## config.mk

```make
export PLATFORM = sky130hd
export DESIGN_NAME = cbht_ctrl
export DESIGN_NICKNAME = d
export VERILOG_FILES = /design/src/cbht_pkg.sv /design/src/cbht_ctrl.sv
export SDC_FILE = /design/constraint.sdc
export NUM_CORES = 1
export LEC_CHECK = 0
export BUFFER_PORTS_ARGS = -buffer_cell sky130_fd_sc_hd__clkbuf_2
export CAP_MARGIN = 20
export CORE_MARGIN = 4
export CORE_UTILIZATION = 48
export CTS_BUF_LIST = sky130_fd_sc_hd__clkbuf_2 sky130_fd_sc_hd__clkbuf_4 sky130_fd_sc_hd__clkbuf_8
export CTS_CLUSTER_SIZE = 24
export DETAILED_ROUTE_END_ITERATION = 6
export PLACE_DENSITY = 0.89
export SYNTH_ARGS = -nofsm -noshare
export SYNTH_HDL_FRONTEND = slang
export SYNTH_SLANG_ARGS = --single-unit
```

## constraint.sdc

```tcl
create_clock -name clk -period 2 [get_ports clk]
set_input_delay 0.1 -clock clk [delete_from_list [all_inputs] [get_ports clk]]
set_output_delay 0.1 -clock clk [all_outputs]
set_load 0.05 [all_outputs]
```

## src/cbht_pkg.sv

```systemverilog
`timescale 1ns / 1ps
`default_nettype none
package cbht_pkg;
    localparam int MAX_BOXES_DEF   = 16;
    localparam int MAX_BUTTONS_DEF = 32;
    localparam int COORD_BITS_DEF  = 16;
    localparam int ID_W  = 4;
    localparam int BTN_W = 5;
    localparam int RW    = 15;

    localparam logic [2:0] ACT_ADD_FRONT = 3'd0;
    localparam logic [2:0] ACT_ADD_BACK  = 3'd1;
    localparam logic [2:0] ACT_REMOVE    = 3'd2;
    localparam logic [2:0] ACT_APPEND    = 3'd3;
    localparam logic [2:0] ACT_CHECK     = 3'd4;

    localparam logic [1:0] ST_OK       = 2'd0;
    localparam logic [1:0] ST_BOX_FULL = 2'd1;
    localparam logic [1:0] ST_BTN_FULL = 2'd2;

    typedef enum logic [3:0] {
        OP_NONE, OP_LATCH, OP_CHK_FULL, OP_ADD, OP_SHIFT, OP_REM, OP_APPEND,
        OP_HT_START, OP_BOX_RD, OP_BOX_TST, OP_BTN_RD, OP_BTN_TST,
        OP_HT_END, OP_FINISH
    } op_t;

    typedef struct packed {
        op_t        op;
        logic [1:0] phase;
    } cmd_t;

    typedef struct packed {
        logic is_add;
        logic is_rem;
        logic is_app;
        logic is_chk;
        logic full;
        logic shift_done;
        logic rem_done;
        logic box_end;
        logic box_in;
        logic btn_end;
        logic btn_in;
        logic ph_down;
        logic ph_up;
    } stat_t;
endpackage
`default_nettype wire

```

## src/cbht_ctrl.sv

```systemverilog
`timescale 1ns / 1ps
`default_nettype none
module cbht_ctrl
    import cbht_pkg::*;
(
    input  wire logic  clk,
    input  wire logic  rst_n,
    input  wire logic  in_fire,
    input  wire logic  out_fire,
    input  wire stat_t stat,
    output cmd_t       cmd,
    output logic       in_ready,
    output logic       out_valid
);
    typedef enum logic [3:0] {
        S_IDLE, S_DEC, S_CHK, S_SHIFT, S_ADD, S_REM, S_APP,
        S_HT, S_BRD, S_BTST, S_NRD, S_NTST, S_HEND, S_OUT
    } state_t;

    state_t state_reg, state_next;
    logic [1:0] ph_reg, ph_next;

    always_comb
    begin
        state_next = state_reg;
        ph_next = ph_reg;
        cmd.op = OP_NONE;
        cmd.phase = ph_reg;
        unique case (state_reg)
            S_IDLE: if (in_fire) begin cmd.op = OP_LATCH; state_next = S_DEC; end
            S_DEC:
            begin
                if (stat.is_add || stat.is_app) state_next = S_CHK;
                else if (stat.is_rem) state_next = S_REM;
                else if (stat.is_chk) begin ph_next = 2'd0; state_next = S_HT; end
                else state_next = S_OUT;
            end
            S_CHK:
            begin
                cmd.op = OP_CHK_FULL;
                if (stat.full) state_next = S_OUT;
                else if (stat.is_add) state_next = S_SHIFT;
                else state_next = S_APP;
            end
            S_SHIFT:
                if (stat.shift_done) state_next = S_ADD;
                else cmd.op = OP_SHIFT;
            S_ADD: begin cmd.op = OP_ADD; state_next = S_OUT; end
            S_APP: begin cmd.op = OP_APPEND; state_next = S_OUT; end
            S_REM: begin cmd.op = OP_REM; if (stat.rem_done) state_next = S_OUT; end
            S_HT:  begin cmd.op = OP_HT_START; state_next = S_BRD; end
            S_BRD:
                if (stat.box_end) state_next = S_HEND;
                else begin cmd.op = OP_BOX_RD; state_next = S_BTST; end
            S_BTST:
            begin
                cmd.op = OP_BOX_TST;
                state_next = stat.box_in ? S_NRD : S_BRD;
            end
            S_NRD:
                if (stat.btn_end) state_next = S_HEND;
                else begin cmd.op = OP_BTN_RD; state_next = S_NTST; end
            S_NTST:
            begin
                cmd.op = OP_BTN_TST;
                state_next = stat.btn_in ? S_HEND : S_NRD;
            end
            S_HEND:
            begin
                cmd.op = OP_HT_END;
                if (ph_reg == 2'd0 && stat.ph_down) begin ph_next = 2'd1; state_next = S_HT; end
                else if (ph_reg != 2'd2 && stat.ph_up) begin ph_next = 2'd2; state_next = S_HT; end
                else state_next = S_OUT;
            end
            S_OUT: if (out_fire) state_next = S_IDLE;
            default: state_next = S_IDLE;
        endcase
    end

    always_ff @(posedge clk or negedge rst_n)
    begin
        if (!rst_n)
        begin
            state_reg <= S_IDLE;
            ph_reg <= 2'd0;
        end
        else
        begin
            state_reg <= state_next;
            ph_reg <= ph_next;
        end
    end

    assign in_ready  = state_reg == S_IDLE;
    assign out_valid = state_reg == S_OUT;
endmodule
`default_nettype wire

```

==> results of run 1 <==
[logic make-up after synthesis]
group / share of synthesized area (%)
adders and majority gates: 1.509
AOI/OAI and AO/OA: 28.87
and+or+nand+nor: 29.43
buffers and inverters: 9.244
muxes: 8.301
DFF: 22.64
[through the flow]
step	setup WS (ns)	std cells	util [%]	hold slack [ns]
after floorplan	0.08079	85	-	-0.1956
after global placement	0.3961	124	63.17	-0.06650
final	0.1194	128	65.67	0.1440
after global routing	0.02212	128	65.67	0.1742
after CTS	0.1193	128	65.67	0.1501
after detailed placement	0.3522	124	63.17	-0.06699
[per-layer routing]
metal	part of all wire (%)	vias up	global-route usage (%)
met2	51	41	37.29
li1	-	381	-
met1	39	380	22.82
met3	7.9	8	3.187
met5	0	-	0
met4	2.9	0	12.28
[worst reg2reg max path, cell delays in order (launching register included)]
cell	delay, ns
dfrtp_1	0.50
or4b_4	0.60
o22ai_1	0.25
o22ai_1	0.13
o311ai_0	0.10
[layout make-up]
type | count | area, sq um | share of cell area (%)
clock buffers | 3 | 22.52 | 2.635
inverters | 8 | 30.03 | 3.514
multi-input cells | 65 | 457.9 | 53.59
flip-flops and latches | 6 | 150.1 | 17.57
well taps | 15 | 18.77 | 2.196
repair buffers | 31 | 175.2 | 20.50
[synthesized netlist by cell type (all sizes together), types with 3 or more instances]
cell type,number
nor2,3
nand2b,4
o21ai,4
nand2,6
buf,3
clkbuf,3
nor3,4
dfrtp,6
a21oi,4
o311ai,4
nand3,4
inv,8
nor2b,4
[report_power, final]
part	switching, W	internal, W	total (W)	leakage, nW
clock	0.0000434	0.0000679	0.000111	0.0138
sequential	0.000117	0.000182	0.000299	0.0721
combinational	0.000754	0.000440	0.00119	0.313
[worst max-delay path by stage]
stage / from / end / slack [ns] / cells after the start
after floorplan: state_reg[0] / cmd[3] / 0.08 / 5
after global placement: state_reg[1] / state_reg[3] / 0.40 / 4
after detailed placement: state_reg[1] / state_reg[3] / 0.35 / 4
after CTS: state_reg[0] / cmd[3] / 0.12 / 5
after global routing: state_reg[0] / cmd[3] / 0.02 / 5
final: state_reg[0] / cmd[3] / 0.12 / 5
[timing repair]
item,in CTS,in global routing
endpoints found under the hold margin,6,0
hold buffers,1,0
setup buffers,0,0
==> summary.md, run 1 <==
| Metric | Value |
|---|---|
| Synthesized area | `~660 sq um` |
| Placed cell areas | `822.0 sq um` |
| Layout Skew | `0.002757 ns` |
| Top Family by Delay on Critical Path | `buffers and inverters` |
| Clock Sinks | `6` |
| Lkg Pwr | `0.3990 nW` |
| Minimum clock period after layout | `~1.9 ns` |
| Most common cell after layout, fill and taps aside | `clkbuf_2` |
| Die area | `slightly above 2000 sq um` |
| Period utilisation layout | `94.03%` |
| Tightest Pin Transition | `slightly below 0.5 ns` |
| GRT Overall Usage | `20.85%` |
| IO Port Bufs | `24` |
| Die width | `approximately 45 um` |
| Worst-case clock buffer depth | `2` |
| Filler cells | `around 130` |
| Most frequent cells in the layout | `24 x clkbuf_2, 8 x inv_1, 6 x nand2_1, 6 x dfrtp_1, 6 x buf_4` |
| Final wirelength | `2014 um` |
| CP max stage cell | `dfrtp_1` |
| Wirelength per Cell | `15.73 um` |
| P per Cell Area | `around 1900 nW/um^2` |
| Worst ir drop on vdd | `between 1 and 1.5 mV` |
| Antenna violations before repair | `0` |
| Crit start category | `register` |
| Skew-Pair Late Insertion Delay | `0.24 ns` |
| Detailed-route DRC error count | `0` |
| Post-synth top area cell | `dfrtp_1` |
| Hold Path Depth | `2` |
| Layout cell share with drive strength beyond 1 | `a little over a third` |
| Worst R2R Path Depth | `4` |
| CTS tree | `yes` |
| Critical path endpoint category | `output port` |
| Total grt overflow | `0` |
| DPL Wire Length | `1606 um` |
| # Max-Cap Violations | `0` |
| Launch point of the worst reg-to-reg path | `state_reg[1]` |
| Total power | `between 0.0015 and 0.002 W` |
| Core box area | `1301 sq um` |
| Unique masters post-synth | `38` |
| Resized cells post-CTS | `0` |
| CP max stage delay | `~0.52 ns` |
| Placement Rows | `13` |
| Ys async rst share | `100.0%` |
| Routed vias/inst | `6.328` |
| Pins over their slew limit | `0` |
| Max reg flops | `4` |
| Initial DRC Count | `17` |
| Root Buffer | `clkbuf_4` |
| Ys Warns | `0` |
| Number of global-route vias before repair | `around 770` |
| CP Data Arrival Time | `about 1.8 ns` |
| Mapped Nets | `approximately 100` |
| Crit-path cells | `buf_4 > inv_1 > a21o_1 > a221oi_2 > clkbuf_2` |
| Pin count of the biggest net entering global routing | `12` |
| Fmax | `~530 MHz` |
| Syn_area_per_cell | `just under 8 sq um` |
| CP Class | `reg -> out` |
| Final hold vios | `0` |
| Worst min-delay path startpoint | `stat[7]` |
| Final ANT Viol Nets | `0` |
| Num CTS Buffers | `3` |
| Headroom to the max-slew limit | `67.17%` |
| Starting density of the core | `50.96%` |
| Number of H-tree levels | `1` |
| # diodes | `0` |
| WP buf/inv | `3` |
| Final #Nets | `about 130` |
| Final Cell Area | `854.6 sq um` |
| Setup TNS | `0 ns` |
| Drt first pass iters | `4` |
| Req. time, crit path | `between 1.5 and 2 ns` |
| Synth Instances | `85` |
| Die Ht | `approximately 45 um` |
| Unrepaired setup endpoints after global routing | `false` |
| R2R Setup Slk | `around 0.30 ns` |
| Top post-synthesis cells by area | `dfrtp_1 23%, inv_1 4.5%, o311ai_0 4.0%` |
| Worst hold path type | `in -> reg` |
| Status | `finished, final reports clean` |
| Flops & latches, synth | `6` |
| Top cell type's share of synthesized area | `about 23%` |
| IO Pins | `25` |
| P&R area growth vs syn | `28.87%` |
| Seq/Total Area, Yosys | `22.64%` |
| Post-synth EDFFs | `0` |
| Reg-to-reg critical path endpoint | `state_reg[0]` |
| Vias | `between 800 and 900` |
| Hold EP | `state_reg[0]` |
| Synth Flop Type | `dfrtp_1` |
| GP Congestion | `around 0.95` |
| Setup violators final | `0` |
| Worst-path fanout max | `10` |
| Clock Pin Slew Worst Setup and Hold Paths | `0.04 ns` |
| Global-route wire length before repair | `roughly 3100 um` |
Power figures use the tool's default switching activity.
==> inputs of run 2 (changes only) <==
--- a/config.mk
+++ b/config.mk
@@ -12,7 +12,7 @@
 export CTS_BUF_LIST = sky130_fd_sc_hd__clkbuf_2 sky130_fd_sc_hd__clkbuf_4 sky130_fd_sc_hd__clkbuf_8
 export CTS_CLUSTER_SIZE = 24
 export DETAILED_ROUTE_END_ITERATION = 6
-export PLACE_DENSITY = 0.89
+export PLACE_DENSITY = 0.78
 export SYNTH_ARGS = -nofsm -noshare
 export SYNTH_HDL_FRONTEND = slang
 export SYNTH_SLANG_ARGS = --single-unit
==> run 2 against run 1 <==
Compared with the run above: routed wire length shrank 0.84%; power shrank 1.2%; clock power grew 5%; worst setup slack gained 0.033 ns; largest cell class unchanged; global-route usage grew 1.1 points; sequential power shrank 2%; highest routed layer unchanged.
==> summary.md, run 2 (synthesized netlist as in run 1, its figures left out) <==
| Metric | Value |
|---|---|
| Core box area | `1301 sq um (unchanged)` |
| Max reg flops | `4 (unchanged)` |
| Setup Buffers After CTS | `0 (unchanged)` |
| Period utilisation layout | `92.36% (was 94.03%)` |
| Headroom to the max-slew limit | `68.83% (was 67.17%)` |
| Worst hold path type | `in -> reg (unchanged)` |
| Final #Nets | `131 (was 132)` |
| Status | `finished, final reports clean (unchanged)` |
| IO Pins | `25 (unchanged)` |
| Layout cell share with drive strength beyond 1 | `34.82% (was 35.40%)` |
| Final ANT Viol Nets | `0 (unchanged)` |
| Die area | `2040 sq um (unchanged)` |
| Most common cell after layout, fill and taps aside | `clkbuf_2 (unchanged)` |
| GRT Overall Usage | `21.94% (was 20.85%)` |
| Placement Rows | `13 (unchanged)` |
| Tightest Pin Transition | `0.4675 ns (was 0.4906 ns)` |
| P_sw | `0.0009047 W (was 0.0009143 W)` |
| Number of global-route vias before repair | `742 (was 768)` |
| Seq pwr share | `18.4% (was 18.6%)` |
| DPL Wire Length | `1551 um (was 1606 um)` |
| Filler cells | `122 (was 127)` |
| Routed vias/inst | `6.291 (was 6.328)` |
| Global-route wire length before repair | `3277 um (was 3125 um)` |
| Final wirelength | `1997 um (was 2014 um)` |
| Setup violators final | `0 (unchanged)` |
| Initial DRC Count | `50 (was 17)` |
| P&R area growth vs syn | `27.74% (was 28.87%)` |
| Layout Skew | `0.0009273 ns (was 0.002757 ns)` |
| Setup TNS | `0 ns (unchanged)` |
| Fmax | `541.4 MHz (was 531.7 MHz)` |
| R2R Setup Slk | `0.25 ns (was 0.30 ns)` |
| Worst min-delay path startpoint | `stat[7] (unchanged)` |
| Root Buffer | `clkbuf_4 (unchanged)` |
| Worst R2R Path Depth | `4 (unchanged)` |
| Wirelength per Cell | `15.72 um (was 15.73 um)` |
| Number of H-tree levels | `1 (unchanged)` |
| Die width | `45.17 um (unchanged)` |
| IO Port Bufs | `24 (unchanged)` |
| # diodes | `0 (unchanged)` |
| # Max-Cap Violations | `0 (unchanged)` |
| Hold slack final | `0.1390 ns (was 0.1440 ns)` |
| Hold EP | `state_reg[0] (unchanged)` |
| GP Congestion | `0.8844 (was 0.9526)` |
| Vias | `799 (was 810)` |
| Comb pwr share | `74.2% (was 74.4%)` |
| Worst-path fanout max | `17 (was 10)` |
| P per Cell Area | `1871 nW/um^2 (was 1877 nW/um^2)` |
| Req. time, crit path | `1.90 ns (about the same)` |
| Sw frac | `57.07% (was 57.01%)` |
| Worst ir drop on vdd | `1.168 mV (was 1.018 mV)` |
| Clock power share | `7.3% (was 6.9%)` |
| Num CTS Buffers | `3 (unchanged)` |
| Final hold vios | `0 (unchanged)` |
| Crit start category | `register (unchanged)` |
| Worst-case clock buffer depth | `2 (unchanged)` |
| Pin count of the biggest net entering global routing | `18 (was 12)` |
| Die Ht | `45.17 um (unchanged)` |
| Detailed-route DRC error count | `0 (unchanged)` |
| Launch point of the worst reg-to-reg path | `state_reg[0] (was state_reg[1])` |
| CP Class | `reg -> out (unchanged)` |
| Starting density of the core | `50.96% (unchanged)` |
| CP Data Arrival Time | `1.75 ns (was 1.78 ns)` |
| Most frequent cells in the layout | `24 x clkbuf_2, 8 x inv_1, 6 x nand2_1, 6 x dfrtp_1, 5 x buf_4 (was 24 x clkbuf_2, 8 x inv_1, 6 x nand2_1, 6 x dfrtp_1, 6 x buf_4)` |
| Cell internal pwr | `0.0006806 W (was 0.0006895 W)` |
| Unrepaired setup endpoints after global routing | `false (unchanged)` |
| Pins over their slew limit | `0 (unchanged)` |
| Drt first pass iters | `4 (unchanged)` |
| Lkg Pwr | `0.3939 nW (was 0.3990 nW)` |
| Antenna violations before repair | `0 (unchanged)` |
| Clock Sinks | `6 (unchanged)` |
| CTS tree | `yes (unchanged)` |
| Total grt overflow | `0 (unchanged)` |
| Skew-Pair Late Insertion Delay | `0.25 ns (was 0.24 ns)` |
| Clock Pin Slew Worst Setup and Hold Paths | `0.05 ns (was 0.04 ns)` |
| Hold Path Depth | `2 (unchanged)` |
| Critical path endpoint category | `output port (unchanged)` |
| Minimum clock period after layout | `1.847 ns (was 1.881 ns)` |
| Reg-to-reg critical path endpoint | `state_reg[3] (was state_reg[0])` |
## run 2: changes by cell type in the layout (fill, tap and decap cells not counted), sizes merged
cell and delta:
buf -1
## run 2: worst max-delay path: stages, from the launching register on
cell      delay, ns
dfrtp_1        0.61
inv_1          0.18
o21ai_0        0.19
nand2_1        0.07
a21boi_1       0.14
clkbuf_2       0.31
## run 2: worst max-delay path by stage
stage / startpoint / to / depth (start not counted) / slack [ns]
2_1_floorplan: state_reg[0] / cmd[3] / 5 / 0.08
3_3_place_gp: state_reg[1] / state_reg[3] / 4 / 0.33
3_5_place_dp: state_reg[1] / state_reg[3] / 4 / 0.29
4_1_cts: state_reg[1] / cmd[5] / 5 / 0.16
5_1_grt: state_reg[1] / cmd[5] / 5 / 0.01
6_report: state_reg[1] / cmd[5] / 5 / 0.15
## run 2: final cells by class
type	count	area, sq um	area share, %
multi-input combinational	65	457.9	54.06
timing repair buffer	30	167.7	19.79
sequential	6	150.1	17.73
inverter	8	30.03	3.545
clock buffer	3	22.52	2.659
tap	15	18.77	2.216
## run 2: per-stage QoR
stage / power, W / utilization, % / setup slack (ns) / instance area [sq um] / instances
final: 0.001585 / 65.10 / 0.1528 / 847.1 / 127
after global routing: 0.001697 / 65.10 / 0.01370 / 847.1 / 127
after CTS: 0.001584 / 65.10 / 0.1624 / 847.1 / 127
after detailed placement: 0.001459 / 62.60 / 0.2855 / 814.5 / 123
after global placement: 0.001435 / 62.60 / 0.3282 / 814.5 / 123
after floorplan: 0.001188 / - / 0.08079 / 669.4 / 85
## run 2: what timing repair did
| item | 4_1_cts | 5_1_grt |
|---|---|---|
| hold buffers | 1 | 0 |
| hold endpoints to repair | 6 | 0 |
| gates resized for setup | 0 | 0 |
## run 2: power by group through the flow
| stage | clock (W) | sequential [W] | combinational (W) |
|---|---|---|---|
| floorplan | 0 | 0.000291 | 0.000897 |
| global route | 0.000129 | 0.000308 | 0.00126 |
| detailed placement | 0 | 0.000288 | 0.00117 |
| CTS | 0.000117 | 0.000289 | 0.00118 |
| global placement | 0 | 0.000284 | 0.00115 |
| finish | 0.000116 | 0.000292 | 0.00118 |
## run 2: metal layers
metal  wire, um  vias to the layer above  track usage, %
met1        733                      363           27.71
met4         68                        0           8.772
met2        986                       50           35.31
met3        209                        8           5.578
li1           -                      378               -
met5          0                        -               0
==> inputs of run 3 (changes only) <==
--- a/config.mk
+++ b/config.mk
@@ -5,14 +5,13 @@
 export SDC_FILE = /design/constraint.sdc
 export NUM_CORES = 1
 export LEC_CHECK = 0
-export BUFFER_PORTS_ARGS = -buffer_cell sky130_fd_sc_hd__clkbuf_2
 export CAP_MARGIN = 20
 export CORE_MARGIN = 4
 export CORE_UTILIZATION = 48
 export CTS_BUF_LIST = sky130_fd_sc_hd__clkbuf_2 sky130_fd_sc_hd__clkbuf_4 sky130_fd_sc_hd__clkbuf_8
 export CTS_CLUSTER_SIZE = 24
 export DETAILED_ROUTE_END_ITERATION = 6
-export PLACE_DENSITY = 0.78
+export DONT_BUFFER_PORTS = 1
 export SYNTH_ARGS = -nofsm -noshare
 export SYNTH_HDL_FRONTEND = slang
 export SYNTH_SLANG_ARGS = --single-unit
==> run 3 against run 2 <==
Compared with the run above: non-clock buffer count decreased by 20; clock-buffer cell count did not move; power shrank 1.5%.
==> summary.md, run 3 (synthesized netlist as in run 1, its figures left out) <==
| Metric | Value |
|---|---|
| Status | `finished, final reports clean (unchanged)` |
| Worst hold path type | `in -> reg (unchanged)` |
| IO Pins | `25 (unchanged)` |
| Placed cells | `103 (was 123)` |
| Routed vias/inst | `6.346 (was 6.291)` |
| Pin count of the biggest net entering global routing | `15 (was 18)` |
| Max reg flops | `4 (unchanged)` |
| Fmax | `538.0 MHz (was 541.4 MHz)` |
| Number of H-tree levels | `1 (unchanged)` |
| Global-route wire length before repair | `3029 um (was 3277 um)` |
| P per Cell Area | `2048 nW/um^2 (was 1871 nW/um^2)` |
| Most frequent cells in the layout | `9 x buf_4, 8 x inv_1, 6 x nand2_1, 6 x dfrtp_1 (was 24 x clkbuf_2, 8 x inv_1, 6 x nand2_1, 6 x dfrtp_1, 5 x buf_4)` |
| Setup Buffers After CTS | `0 (unchanged)` |
| P_sw | `0.0008837 W (was 0.0009047 W)` |
| Worst ir drop on vdd | `1.448 mV (was 1.168 mV)` |
| Skew-Pair Late Insertion Delay | `0.24 ns (was 0.25 ns)` |
| Final #Nets | `111 (was 131)` |
| # Max-Cap Violations | `0 (unchanged)` |
| Setup TNS | `0 ns (unchanged)` |
| Tightest Pin Transition | `0.5315 ns (was 0.4675 ns)` |
| Setup WS post-layout | `0.1413 ns (was 0.1528 ns)` |
| Core box area | `1301 sq um (unchanged)` |
| Headroom to the max-slew limit | `64.44% (was 68.83%)` |
| Crit start category | `register (unchanged)` |
| Wirelength per Cell | `16.36 um (was 15.72 um)` |
| Placement Rows | `13 (unchanged)` |
| Worst-case clock buffer depth | `2 (unchanged)` |
| Non-filler cells, final | `107 (was 127)` |
| Filler cells | `132 (was 122)` |
| Fin util | `58.56% (was 65.10%)` |
| Drt first pass iters | `4 (unchanged)` |
| Total grt overflow | `0 (unchanged)` |
| Minimum clock period after layout | `1.859 ns (was 1.847 ns)` |
| CP Data Arrival Time | `1.76 ns (was 1.75 ns)` |
| Seq pwr share | `19.7% (was 18.4%)` |
| Clock Pin Slew Worst Setup and Hold Paths | `0.05 ns (about the same)` |
| Die area | `2040 sq um (unchanged)` |
| Setup violators final | `0 (unchanged)` |
| Cell internal pwr | `0.0006772 W (was 0.0006806 W)` |
| Most common cell after layout, fill and taps aside | `buf_4 (was clkbuf_2)` |
| Critical Path Start | `state_reg[2] (was state_reg[1])` |
| Lkg Pwr | `0.3143 nW (was 0.3939 nW)` |
| Comb pwr share | `73.1% (was 74.2%)` |
| Die Ht | `45.17 um (unchanged)` |
| # diodes | `0 (unchanged)` |
| Sw frac | `56.61% (was 57.07%)` |
| Num CTS Buffers | `3 (unchanged)` |
| Place WS | `0.3071 ns (was 0.2855 ns)` |
| Req. time, crit path | `1.90 ns (about the same)` |
| GRT Overall Usage | `19.57% (was 21.94%)` |
| Period utilisation layout | `92.93% (was 92.36%)` |
| Layout cell share with drive strength beyond 1 | `21.74% (was 34.82%)` |
| Launch point of the worst reg-to-reg path | `state_reg[2] (was state_reg[0])` |
| Root Buffer | `clkbuf_4 (unchanged)` |
| Worst min-delay path startpoint | `stat[7] (unchanged)` |
| CTS tree | `yes (unchanged)` |
| Final hold vios | `0 (unchanged)` |
| Total power | `0.001561 W (was 0.001585 W)` |
| Vias | `679 (was 799)` |
| Pins over their slew limit | `0 (unchanged)` |
| Clock Sinks | `6 (unchanged)` |
| Clock power share | `7.2% (was 7.3%)` |
| GP Congestion | `0.8773 (was 0.8844)` |
| Detailed-route DRC error count | `0 (unchanged)` |
| Die width | `45.17 um (unchanged)` |
| P&R area growth vs syn | `14.91% (was 27.74%)` |
| Antenna violations before repair | `0 (unchanged)` |
| Critical path endpoint category | `output port (unchanged)` |
| Final wirelength | `1751 um (was 1997 um)` |
| CP Class | `reg -> out (unchanged)` |
| Worst-path fanout max | `14 (was 17)` |
| IO Port Bufs | `0 (was 24)` |
| DPL Wire Length | `1398 um (was 1551 um)` |
| Unrepaired setup endpoints after global routing | `false (unchanged)` |
| Number of global-route vias before repair | `677 (was 742)` |
| Starting density of the core | `50.96% (unchanged)` |
| Initial DRC Count | `13 (was 50)` |
| Final ANT Viol Nets | `0 (unchanged)` |
| Layout Skew | `0.001787 ns (was 0.0009273 ns)` |
run 3: path summary, 6_finish.rpt:
check | cells after the start | slack [ns] | to
worst max-delay path | 3 | 0.14 | in_ready
worst min-delay path | 1 | 0.05 | state_reg[0]
worst max register to register | 4 | 0.26 | state_reg[3]
worst min register to register | 1 | 0.61 | ph_reg[0]
max in group asynchronous | 1 | 1.61 | ph_reg[1]
min in group asynchronous | 1 | 0.17 | state_reg[2]
run 3: cell type report:
cell class	instances	area, sq um	share of cell area, %
clock buffers	3	22.52	2.956
inverters	8	30.03	3.941
multi-input cells	65	462.9	60.76
flip-flops and latches	6	150.1	19.70
well taps	15	18.77	2.463
repair buffers	10	77.57	10.18
run 3: power groups by stage:
stage | clock network, W | registers (W) | logic (W)
floorplan | 0 | 0.000291 | 0.000897
global placement | 0 | 0.000301 | 0.00113
detailed placement | 0 | 0.000306 | 0.00113
CTS | 0.000112 | 0.000304 | 0.00114
global route | 0.000120 | 0.000325 | 0.00123
finish | 0.000112 | 0.000308 | 0.00114
run 3: repair_timing:
action,4_1_cts,5_1_grt
gates resized for setup,0,1
endpoints found under the hold margin,6,0
endpoints found under the setup margin,0,1
hold buffers,1,0
run 3: per-stage QoR:
step                      hold WS, ns  cell area (sq um)
final                         0.05359              762.0
after global routing          0.08301              762.0
after CTS                     0.06183              757.0
after detailed placement      -0.1955              724.4
after global placement        -0.1955              724.4
after floorplan               -0.1956              669.4
run 3: layer usage:
metal  wire, um  GRT usage [%]  vias up
met1        795          27.07      311
met5          0              0        -
met2        768          30.23       32
met3        186          3.984        0
li1           -              -      336
met4          0          6.433        0
run 3: worst max-delay path: stages, from the launching register on:
cell,delay [ns]
dfrtp_1,0.52
nor2_1,0.48
nand2_1,0.15
inv_1,0.36
